### config.mk
export PLATFORM = sky130hd
export DESIGN_NAME = dtli_ctrl
export DESIGN_NICKNAME = d
export VERILOG_FILES = /design/src/sv/assert_macros.svh /design/src/sv/dtli_pkg.sv /design/src/sv/dtli_ctrl.sv
export SDC_FILE = /design/constraint.sdc
export NUM_CORES = 1
export LEC_CHECK = 0
export ABC_AREA = 1
export BUFFER_PORTS_ARGS = -buffer_cell sky130_fd_sc_hd__buf_2
export CORE_MARGIN = 2
export CORE_UTILIZATION = 47
export CTS_CLUSTER_DIAMETER = 60
export CTS_CLUSTER_SIZE = 16
export DETAILED_ROUTE_END_ITERATION = 12
export PLACE_DENSITY_LB_ADDON = 0.2
export SLEW_MARGIN = 20
export SYNTH_ARGS = -nofsm -noshare
export SYNTH_HDL_FRONTEND = slang
export SYNTH_SLANG_ARGS = --single-unit
export TNS_END_PERCENT = 20
### constraint.sdc
create_clock -name clk -period 4.5 [get_ports clk]
set_clock_uncertainty 0.2 [all_clocks]
set_input_delay 0 -clock clk [delete_from_list [all_inputs] [get_ports clk]]
set_output_delay 0 -clock clk [all_outputs]
set_load 0.01 [all_outputs]
### src/sv/assert_macros.svh
// Assertion macros shared by the RTL files that check their own behavior.
// Expects a clock named clk and an active-low reset named arst_n in scope.
`ifndef ASSERT_MACROS_SVH
`define ASSERT_MACROS_SVH

// Property holds on every cycle outside reset.
`define ASSERT_ALWAYS(lbl, prop) \
	lbl: assert property (@(posedge clk) disable iff (!arst_n) (prop)) \
		else $error("assertion failed");

// Antecedent in one cycle implies consequent in the same cycle.
`define ASSERT_IMPLIES(lbl, ante, cons) \
	lbl: assert property (@(posedge clk) disable iff (!arst_n) (ante) |-> (cons)) \
		else $error("assertion failed");

// Antecedent in one cycle implies consequent in the next cycle.
`define ASSERT_NEXT(lbl, ante, cons) \
	lbl: assert property (@(posedge clk) disable iff (!arst_n) (ante) |=> (cons)) \
		else $error("assertion failed");

`endif

### src/sv/dtli_pkg.sv
// Package for the depth table linear interpolator.
// Types, widths and codes shared by the controller, datapath and top level.
`default_nettype none
package dtli_pkg;

	localparam int TABLE_DEPTH = 64;
	localparam int IDX_W       = 6;
	localparam int LEN_W       = 7;
	localparam int DATA_W      = 32;
	localparam int WIDE_W      = DATA_W + 1;
	localparam int PROD_W      = 2 * WIDE_W;
	localparam int DCNT_W      = 6;

	typedef logic [IDX_W-1:0]  idx_t;
	typedef logic [LEN_W-1:0]  len_t;
	typedef logic [DATA_W-1:0] word_t;

	typedef enum logic [1:0] {
		OP_WRITE = 2'd0,
		OP_QUERY = 2'd1,
		OP_CHECK = 2'd2,
		OP_NONE  = 2'd3
	} op_t;

	typedef enum logic [1:0] {
		ST_OK    = 2'd0,
		ST_RANGE = 2'd1,
		ST_ORDER = 2'd2
	} status_t;

	typedef enum logic [2:0] {
		A_ZERO,
		A_LAST,
		A_MID,
		A_LO,
		A_HI,
		A_CNT
	} addr_sel_t;

	typedef enum logic [4:0] {
		S_IDLE,
		S_DISP,
		S_WR,
		S_QF,
		S_QF_CMP,
		S_QL_CMP,
		S_SRCH,
		S_SRCH_CMP,
		S_RLO,
		S_RHI,
		S_PREP,
		S_MUL,
		S_DIVI,
		S_DIV,
		S_FIN,
		S_CK0,
		S_CK1,
		S_CK_RD,
		S_CK_CMP,
		S_DONE
	} state_t;

	typedef struct packed {
		logic      load_in;
		logic      mem_wr;
		addr_sel_t addr_sel;
		logic      srch_init;
		logic      srch_step;
		logic      cap_lo;
		logic      cap_hi;
		logic      prep;
		logic      mul;
		logic      div_init;
		logic      div_step;
		logic      ck_init;
		logic      ck_prev;
		logic      ck_step;
		logic      res_rd;
		logic      res_v0;
		logic      res_fin;
		logic      st_range;
		logic      st_order;
		logic      out_load;
	} cmd_t;

	typedef struct packed {
		op_t  op;
		logic len_zero;
		logic len_short;
		logic wr_oob;
		logic rd_ge_q;
		logic rd_le_q;
		logic span_gt1;
		logic dd_le0;
		logic div_last;
		logic ck_bad;
		logic ck_last;
	} sts_t;

endpackage
`default_nettype wire

### src/sv/dtli_ctrl.sv
// Controller state machine sequencing writes, searches, division and checks.
// Talks to dtli_dp through cmd_t/sts_t; uses dtli_pkg.
`default_nettype none
module dtli_ctrl (
	input  wire logic            clk,
	input  wire logic            arst_n,
	input  wire dtli_pkg::sts_t  sts,
	output dtli_pkg::cmd_t       cmd,
	input  wire logic            in_valid,
	output logic                 in_ready,
	output logic                 out_valid,
	input  wire logic            out_ready
);
	import dtli_pkg::*;

	state_t state_q, state_d;
	logic out_valid_q;

	always_ff @(posedge clk or negedge arst_n) begin
		if (!arst_n) begin
			state_q     <= S_IDLE;
			out_valid_q <= 1'b0;
		end else begin
			state_q <= state_d;
			if (cmd.out_load) out_valid_q <= 1'b1;
			else if (out_ready) out_valid_q <= 1'b0;
		end
	end

	assign out_valid = out_valid_q;

	always_comb begin
		state_d  = state_q;
		cmd      = '0;
		cmd.addr_sel = A_ZERO;
		in_ready = 1'b0;
		case (state_q)
			S_IDLE: begin
				in_ready = 1'b1;
				if (in_valid) begin
					cmd.load_in = 1'b1;
					state_d = S_DISP;
				end
			end
			S_DISP: begin
				case (sts.op)
					OP_WRITE: state_d = S_WR;
					OP_QUERY: state_d = sts.len_zero ? S_DONE : S_QF;
					OP_CHECK: state_d = sts.len_short ? S_DONE : S_CK0;
					default:  state_d = S_DONE;
				endcase
			end
			S_WR: begin
				if (sts.wr_oob) cmd.st_range = 1'b1;
				else cmd.mem_wr = 1'b1;
				state_d = S_DONE;
			end
			S_QF: begin
				cmd.addr_sel = A_ZERO;
				state_d = S_QF_CMP;
			end
			S_QF_CMP: begin
				if (sts.rd_ge_q) begin
					cmd.res_rd = 1'b1;
					state_d = S_DONE;
				end else begin
					cmd.addr_sel = A_LAST;
					state_d = S_QL_CMP;
				end
			end
			S_QL_CMP: begin
				if (sts.rd_le_q) begin
					cmd.res_rd = 1'b1;
					state_d = S_DONE;
				end else begin
					cmd.srch_init = 1'b1;
					state_d = S_SRCH;
				end
			end
			S_SRCH: begin
				if (sts.span_gt1) begin
					cmd.addr_sel = A_MID;
					state_d = S_SRCH_CMP;
				end else begin
					cmd.addr_sel = A_LO;
					state_d = S_RLO;
				end
			end
			S_SRCH_CMP: begin
				cmd.srch_step = 1'b1;
				state_d = S_SRCH;
			end
			S_RLO: begin
				cmd.cap_lo = 1'b1;
				cmd.addr_sel = A_HI;
				state_d = S_RHI;
			end
			S_RHI: begin
				cmd.cap_hi = 1'b1;
				state_d = S_PREP;
			end
			S_PREP: begin
				if (sts.dd_le0) begin
					cmd.res_v0 = 1'b1;
					state_d = S_DONE;
				end else begin
					cmd.prep = 1'b1;
					state_d = S_MUL;
				end
			end
			S_MUL: begin
				cmd.mul = 1'b1;
				state_d = S_DIVI;
			end
			S_DIVI: begin
				cmd.div_init = 1'b1;
				state_d = S_DIV;
			end
			S_DIV: begin
				cmd.div_step = 1'b1;
				if (sts.div_last) state_d = S_FIN;
			end
			S_FIN: begin
				cmd.res_fin = 1'b1;
				state_d = S_DONE;
			end
			S_CK0: begin
				cmd.addr_sel = A_ZERO;
				cmd.ck_init = 1'b1;
				state_d = S_CK1;
			end
			S_CK1: begin
				cmd.ck_prev = 1'b1;
				state_d = S_CK_RD;
			end
			S_CK_RD: begin
				cmd.addr_sel = A_CNT;
				state_d = S_CK_CMP;
			end
			S_CK_CMP: begin
				if (sts.ck_bad) begin
					cmd.st_order = 1'b1;
					state_d = S_DONE;
				end else if (sts.ck_last) begin
					state_d = S_DONE;
				end else begin
					cmd.ck_step = 1'b1;
					state_d = S_CK_RD;
				end
			end
			S_DONE: begin
				if (!out_valid_q || out_ready) begin
					cmd.out_load = 1'b1;
					state_d = S_IDLE;
				end
			end
			default: state_d = S_IDLE;
		endcase
	end

endmodule
`default_nettype wire
# After elaboration in Yosys (flattened, before gate mapping)
# Index checks and enable logic that the tools add are counted.
# Widths: inputs -> output; s select.
[op_classes]
reduce_logical = 7
eq_ne = 24
n_shift = 0
addsub = 0
mul = 0
magnitude_cmp = 0
mux = 50
n_div = 0
n_bitwise = 0
[ops]
columns = ["cell", "count"]
rows = [
  ["$pmux 5 s19", 1],
  ["$mux 5", 9],
  ["$eq 5x4->1 const B", 8],
  ["$mux 1", 35],
  ["$eq 5x3->1 const B", 4],
  ["$eq 5x5->1 const B", 4],
  ["$pmux 5 s3", 1],
  ["$pmux 3 s4", 1],
  ["$eq 5x2->1 const B", 2],
  ["$ne 2x2->1 const B", 3],
  ["$eq 5x1->1 const B", 1],
  ["$logic_not 5->1", 1],
  ["$mux 4", 1],
  ["$reduce_and 3->1", 1],
  ["$eq 2x1->1 const B", 1],
  ["$eq 2x2->1 const B", 1],
  ["$logic_not 2->1", 1],
  ["$mux 2", 1],
  ["$pmux 1 s2", 1],
  ["$reduce_bool 2->1", 1],
  ["$reduce_or 2->1", 1],
  ["$logic_not 1->1", 1],
  ["$logic_or 1x1->1", 1],
]
[totals]
inputBits = 16
ramBits = 0
memories = 0
elab_cells = 83
rom_bits = 0
output_inout_bits = 24
latch_bits = 0
register_bits = 6

# Longest topological paths before layout
# Gate-level depths: netlist of run 1.
[depth]
ltp_word = 5
depth_mapped = 10
depth_no_buf = 9

# Worst setup path after synthesis of run 1
# No wires, ideal clock.
[synth_timing]
kind = "reg2reg"
start = "register state_q[4]"
end = "register state_q[1]"
n_path_buf = 1
required_time_ns = 4.180
path_slack_ns = 2.969
setup_time_ns = 0.120
arrival_time_ns = 1.211
period_less_slack_ns = 1.531
stages_incl_launch_ff = 10
path_cell_list = "dfrtp_1 buf_6 inv_2 nand3_2 nor2_1 nand2_1 nand2_1 a21oi_1 nand2_1 nand2_1"
[synth_between]
elab_chain_cells = 3
elab_cells_between_ends = 26
classes_between = "eq/ne (22); mux (1); reduce/logical (3)"
[synth_rtl]
columns = ["item", "line", "source"]
rows = [
  ["start, declared", "dtli_ctrl.sv:16", "state_t state_q, state_d;"],
  ["start signal, assigned", "dtli_ctrl.sv:24", "state_q <= state_d;"],
  ["$eq 5x4->1 (tied with other cells)", "dtli_ctrl.sv:37", "case (state_q)"],
  ["$reduce_or 2->1 (no source line) / $ne 2x2->1 (equally long branches)", "-", ""],
  ["$pmux 5 s19 / $reduce_and 3->1 (equally long branches)", "-", ""],
]
# Parallel ways exist; a longest one is shown, timed or not.
# A chain may end at the register's enable or synchronous reset.

# Worst setup path in the final report of run 1
[layout_timing]
start = "register state_q[4]"
end = "register state_q[3]"
# The elaborated chain is that of the path after synthesis.

==> flow_metrics.env, run 1 <==
export IMPL_status="complete, no violations"
export IMPL_seqCellArea_um2=150.1
export IMPL_grt_pass1_vias=892
export IMPL_synth_adder_area_share=0
export IMPL_powerDensity_nw_per_um2=504.6
export IMPL_synth_largest_area_cell="dfrtp_1"
export IMPL_initial_core_util=0.4916
export IMPL_p_leak_nw=0.7174
export IMPL_viasPerCell=5.186
export IMPL_r2r_start="state_q[4]$_DFFE_PN0P_"
export IMPL_gp_congestion=0.8703
export IMPL_cap_viol_max_count=0
export IMPL_max_slew_margin_rel=0.7465
export IMPL_fp_row_count=14
export IMPL_grt_use_total=0.2567
export IMPL_cts_buffers=3
export IMPL_syn_avg_cell_area_um2=5.382
export IMPL_slew_violations=0
export IMPL_synthCells=136
export IMPL_synth_nets=152
export IMPL_num_vias=1058
export IMPL_synth_distinct_cells=19
export IMPL_dr_pass1_iters=4
export IMPL_yosysWarnings=0
export IMPL_multi_input_area_um2=460.4
export IMPL_finalNetCount=206
export IMPL_synth_most_common_cell="nand2_1"
export IMPL_fin_crit_ns=2.667
export IMPL_synthArstFlopShare=1.000
export IMPL_synthFlopType="dfrtp_1"
export IMPL_slowest_delay_ns=0.56
export IMPL_wl_um=2313
export IMPL_fp_dieH_um=43.47
export IMPL_grt_overflow_total=0
export IMPL_core_area_um2=1489
export IMPL_fin_tns_setup_ns=0
export IMPL_path_clk_slew_ns=0.05
export IMPL_area_growth_pct=46.67
export IMPL_cp_slowest_cell="dlygate4sd3_1"
export IMPL_critPathLaunch="state_q[4]$_DFFE_PN0P_"
export IMPL_min_path_type="in2reg"
export IMPL_cts_setup_buffers=0
export IMPL_synth_compound_area_share=0.07692
export IMPL_synth_seq_area_share=0.2051
export IMPL_r2r_end="state_q[3]$_DFFE_PN0P_"
export IMPL_route_detailed_drc=0
export IMPL_worstPathRequired_ns=4.48
export IMPL_max_freq_mhz=374.9
export IMPL_synth_common_cells="nand2_1, nor2_1, inv_1"
export IMPL_cts_sinks=6
export IMPL_ys_top_cells_by_area="dfrtp_1, nand2_1, nor2_1"
export IMPL_path_cells="nor2_1, nand2_1, nor3_1, nor3_1, dlygate4sd3_1, nand2_1, dlygate4sd3_1"
export IMPL_clockBufferDepth=2
export IMPL_synth_top_family_by_area="simple AND/OR/NAND/NOR gates"
export IMPL_cts_root_buf="clkbuf_4"
export IMPL_cp_endpoint="state_q[3]$_DFFE_PN0P_"
export IMPL_setup_viol=0
export IMPL_ant_nets=0
export IMPL_setup_worst_path_end_class="register"
export IMPL_htreeDepth=1
export IMPL_fp_dieW_um=43.47
export IMPL_synth_seq_cells=6
export IMPL_placed_cells=189
export IMPL_rsz0062_at_grt="no"
export IMPL_finalHoldViolCount=0
export IMPL_r2r_slack_ns=1.83
export IMPL_max_slew_worst_pin_slew_ns=0.3789
export IMPL_synth_xor_area_frac=0
export IMPL_cts_tree="yes"
export IMPL_arrival_ns=2.65
export IMPL_critPathKind="reg2reg"
export IMPL_drt_iter0_drc=44
export IMPL_ir_drop_v=0.0003670
export IMPL_rr_worst_depth=7
export IMPL_critPathLaunchType="register"
export IMPL_fin_crit_sh=0.5927
export IMPL_clock_latency_ns=0.25
export IMPL_antenna_found_initial=0
export IMPL_grt_max_degree=10
export IMPL_drive_above_1_share=0.2713
export IMPL_antenna_cells=0
export IMPL_synthSimpleGateAreaFrac=0.5521
export IMPL_dp_hpwl_um=1746
export IMPL_wl_per_cell_um=11.34
export IMPL_netlist_area_um2=732.0
export IMPL_portBuffers=39
export IMPL_synth_edf_count=0
export IMPL_grt_pass1_wl_um=3629
export IMPL_nFillCells=145
export IMPL_yosys_area_top_type_share=0.2051
export IMPL_die_area_um2=1889
export IMPL_io_pins=40
export IMPL_synth_mux_area_frac=0
export IMPL_fin_cells=204
export IMPL_crit_path_max_fanout=9
[area by class of cell]
| class | instances | share of cell area |
|---|---|---|
| Clock buffer | 3 | 0.02098 |
| Timing Repair Buffer | 51 | 0.2937 |
| Inverter | 28 | 0.09790 |
| Multi-Input combinational cell | 100 | 0.4289 |
| Sequential cell | 6 | 0.1399 |
| Tap cell | 16 | 0.01865 |
[cell usage in the layout, fill, tap and decap left out, drive strengths merged]
| cell | Yosys | final |
|---|---|---|
| buf | 2 | 39 |
| nand2 | 32 | 32 |
| nor2 | 30 | 30 |
| inv | 28 | 28 |
| nand3 | 16 | 16 |
| dlygate4sd3 | 0 | 12 |
| o21ai | 8 | 8 |
| nor3 | 7 | 7 |
| dfrtp | 6 | 6 |
| nand4 | 4 | 4 |
| clkbuf | 0 | 3 |
| o211ai | 1 | 1 |
| a21oi | 1 | 1 |
| or2 | 1 | 1 |
[repair_timing]
item | CTS | global route
hold buffers | 12 | 0
endpoints found under the hold margin | 12 | 0
resized for setup | 0 | 0
[cell families after synthesis]
logic type,after synthesis
simple gates,90
buf+inv,30
compound gates,10
flops,6
[registers in the layout (all words and copies together), names as in the netlist]
name,flops
out_valid,1
state_q,5
[how the worst min path moves through the flow]
stage          startpoint                      to  slack [ns]  cells after the start
6_report           sts[9]  state_q[4]$_DFFE_PN0P_        0.04                      5
2_1_floorplan      arst_n   out_valid$_DFFE_PN0P_       -0.50                      0
3_3_place_gp       arst_n   out_valid$_DFFE_PN0P_       -0.37                      1
4_1_cts            sts[9]  state_q[4]$_DFFE_PN0P_        0.03                      5
3_5_place_dp       arst_n   out_valid$_DFFE_PN0P_       -0.37                      1
5_1_grt            sts[7]                 cmd[20]        0.07                      3
[power by group]
group           total, W  internal (W)  leakage (nW)  switching (W)
clock          0.0000506     0.0000302        0.0138      0.0000204
combinational   0.000370      0.000140         0.626       0.000230
sequential      0.000121     0.0000786        0.0773      0.0000424
[per-stage QoR]
step	instance area [µm²]	total power (W)	worst slack, ns	hold WS (ns)	util
5_1_grt	1074	0.0005976	1.726	0.06854	0.7210
3_3_place_gp	930.9	0.0004462	2.853	-0.3690	0.6252
2_1_floorplan	732.0	0.0003570	2.969	-0.4956	-
4_1_cts	1074	0.0005374	1.919	0.02982	0.7210
3_5_place_dp	930.9	0.0004488	2.817	-0.3705	0.6252
6_report	1074	0.0005417	1.833	0.03851	0.7210
[critical path, delay by kind of cell, from the launching register on]
family | cells | cell delay [ns]
buf+inv | 2 | 1.11
flops | 1 | 0.48
simple gates | 5 | 0.79
[routing by layer]
| metal | share of wire | vias to the layer above | global-route usage |
|---|---|---|---|
| li1 | - | 537 | - |
| met3 | 0.093 | 5 | 0.09583 |
| met1 | 0.43 | 464 | 0.3212 |
| met4 | 0.012 | 0 | 0.06061 |
| met2 | 0.47 | 52 | 0.4209 |
| met5 | 0 | - | 0 |
Note: power is estimated with default switching activity, not from simulation.
==> run 2: changes to the inputs <==
Settings changed: ABC_AREA 1 to 0, CORE_UTILIZATION 47 to 42.
Clock period 4.5 ns to 2.2 ns, I/O delays scaled along.
==> run 2 against run 1 <==
  * Sequential share of layout area is 0.065 points lower
  * Clock-buffer cell count stayed put
  * Critical path depth is 3 lower
  * Power is 130% higher
  * Critical endpoint is now cmd[21]
  * Core utilization is 17 points lower
  * Clock power is 110% higher
==> flow_metrics.env, run 2 <==
export IMPL_r2r_end="state_q[0]$_DFFE_PN0P_"
export IMPL_setup_worst_path_end_class="output port"
export IMPL_clock_latency_ns=0.25
export IMPL_grt_use_total=0.2119
export IMPL_dr_pass1_iters=4
export IMPL_synth_distinct_cells=43
export IMPL_slowest_delay_ns=0.77
export IMPL_grt_pass1_wl_um=4140
export IMPL_drt_iter0_drc=29
export IMPL_hold_path_startpoint="sts[11]"
export IMPL_largest_reg_flops=5
export IMPL_r2r_start="state_q[0]$_DFFE_PN0P_"
export IMPL_wl_per_cell_um=13.96
export IMPL_status="complete, no violations"
export IMPL_cts_repair_resized=0
export IMPL_cts_root_buf="clkbuf_4"
export IMPL_synth_largest_area_cell="dfrtp_1"
export IMPL_holdBufCountCts=6
export IMPL_cts_setup_buffers=0
export IMPL_fin_tns_setup_ns=0
export IMPL_p_sw_w=0.0006876
export IMPL_synth_common_cells="nor2_1, inv_1, nor3_1"
export IMPL_num_vias=1045
export IMPL_gp_congestion=0.8276
export IMPL_synth_most_common_cell="nor2_1"
export IMPL_max_slew_worst_pin_slew_ns=0.6690
export IMPL_path_clk_slew_ns=0.05
export IMPL_core_area_um2=1942
export IMPL_fp_dieH_um=49.34
export IMPL_finalHoldViolCount=0
export IMPL_path_cells="inv_1, and3_1, and2_1, buf_2"
export IMPL_p_comb_frac=0.625
export IMPL_hold_path_endpoint="state_q[2]$_DFFE_PN0P_"
export IMPL_synthArstFlopShare=1.000
export IMPL_worst_hold_slack_ns=0.01442
export IMPL_yosys_area_top_type_share=0.1739
export IMPL_critPathLaunchType="register"
export IMPL_area_growth_pct=24.93
export IMPL_switching_share=0.5413
export IMPL_synthFlopType="dfrtp_1"
export IMPL_ys_top_cells_by_area="dfrtp_1, nor2_1, buf_6"
export IMPL_die_area_um2=2434
export IMPL_fin_crit_sh=0.9297
export IMPL_synth_seq_area_share=0.1739
export IMPL_seqPwrFrac=0.292
export IMPL_antenna_found_initial=0
export IMPL_r2r_slack_ns=0.29
export IMPL_finalNetCount=173
export IMPL_antenna_cells=0
export IMPL_fin_crit_ns=2.045
export IMPL_cts_sinks=6
export IMPL_grt_overflow_total=0
export IMPL_route_detailed_drc=0
export IMPL_netlist_area_um2=863.3
export IMPL_grt_pass1_vias=910
export IMPL_synth_seq_cells=6
export IMPL_powerDensity_nw_per_um2=1178
export IMPL_synth_nets=130
export IMPL_drive_above_1_share=0.3226
export IMPL_largest_register="state_q"
export IMPL_layout_commonest_cell="buf_2"
export IMPL_max_freq_mhz=488.9
export IMPL_initial_core_util=0.4446
export IMPL_fp_row_count=16
export IMPL_synthCells=114
export IMPL_ir_drop_v=0.0007354
export IMPL_cap_viol_max_count=0
export IMPL_power_share_clock=0.083
export IMPL_viasPerCell=5.742
export IMPL_arrival_ns=1.85
export IMPL_synth_edf_count=0
export IMPL_portBuffers=39
export IMPL_p_leak_nw=0.5463
export IMPL_fp_dieW_um=49.34
export IMPL_setup_viol=0
export IMPL_crit_path_max_fanout=21
export IMPL_max_slew_margin_rel=0.5540
export IMPL_internal_power_w=0.0005827
export IMPL_yosysWarnings=0
export IMPL_rr_worst_depth=4
export IMPL_hold_depth=4
export IMPL_io_pins=40
export IMPL_cp_slowest_cell="dfrtp_1"
export IMPL_grt_max_degree=22
export IMPL_critPathKind="reg2out"
export IMPL_htreeDepth=1
export IMPL_most_common_layout_cells="buf_2, nor2_1, inv_1, nor3_1, nand2_1"
export IMPL_slew_violations=0
export IMPL_syn_avg_cell_area_um2=7.573
export IMPL_ant_nets=0
export IMPL_min_path_type="in2reg"
export IMPL_wl_um=2541
export IMPL_worstPathRequired_ns=2.00
export IMPL_cts_tree="yes"
export IMPL_rsz0062_at_grt="no"
export IMPL_cts_buffers=3
export IMPL_clockBufferDepth=2
export IMPL_nFillCells=206
export IMPL_dp_hpwl_um=1833
==> run 2: worst max-delay path: cells and delay by family (launching register included) <==
kind,cells,cell delay (ns)
simple gates,2,0.39
flops,1,0.77
buf+inv,2,0.44
==> run 2: cells by family after synthesis <==
| logic type | synth area share |
|---|---|
| compound gates | 0.2609 |
| buf+inv | 0.1594 |
| flops | 0.1739 |
| mux | 0.02319 |
| simple gates | 0.3826 |
==> run 2: through the flow <==
stage | util | total power, W | worst slack, ns | cell area [µm²] | instances
global route | 0.5554 | 0.001381 | 0.002615 | 1079 | 182
detailed placement | 0.5129 | 0.001147 | 0.3232 | 996.0 | 173
floorplan | - | 0.001047 | 0.7183 | 863.3 | 114
finish | 0.5554 | 0.001270 | 0.1546 | 1079 | 182
CTS | 0.5554 | 0.001263 | 0.1406 | 1079 | 182
global placement | 0.5129 | 0.001132 | 0.3455 | 996.0 | 173
==> run 2: power by group through the flow <==
stage,clock network (W),logic [W],registers [W]
finish,0.000105,0.000794,0.000370
global route,0.000116,0.000874,0.000390
CTS,0.000107,0.000794,0.000362
detailed placement,0,0.000781,0.000366
global placement,0,0.000769,0.000363
floorplan,0,0.000836,0.000211
==> run 2: worst max-delay path by stage <==
stage,to,cells after the start,start
2_1_floorplan,state_q[3]$_DFFE_PN0P_,5,state_q[4]$_DFFE_PN0P_
3_3_place_gp,state_q[0]$_DFFE_PN0P_,4,state_q[0]$_DFFE_PN0P_
3_5_place_dp,state_q[0]$_DFFE_PN0P_,4,state_q[0]$_DFFE_PN0P_
4_1_cts,cmd[17],4,state_q[1]$_DFFE_PN0P_
5_1_grt,cmd[17],5,state_q[3]$_DFFE_PN0P_
6_report,cmd[21],4,state_q[0]$_DFFE_PN0P_
==> run 2: metal layers <==
layer  part of all wire  up-vias  wire, µm  track usage
li1                   -      503         -            -
met5                  0        -         0            0
met4              0.015        0        37      0.06190
met1               0.43      469      1091       0.2897
met2               0.46       69      1179       0.3356
met3              0.091        4       232      0.03988
==> run 2: layout make-up <==
cell class / count / area, µm² / area share
Multi-Input combinational cell: 91 / 575.6 / 0.5336
Inverter: 9 / 33.78 / 0.03132
Sequential cell: 6 / 150.1 / 0.1392
Clock buffer: 3 / 22.52 / 0.02088
Tap cell: 27 / 33.78 / 0.03132
Timing Repair Buffer: 46 / 262.8 / 0.2436
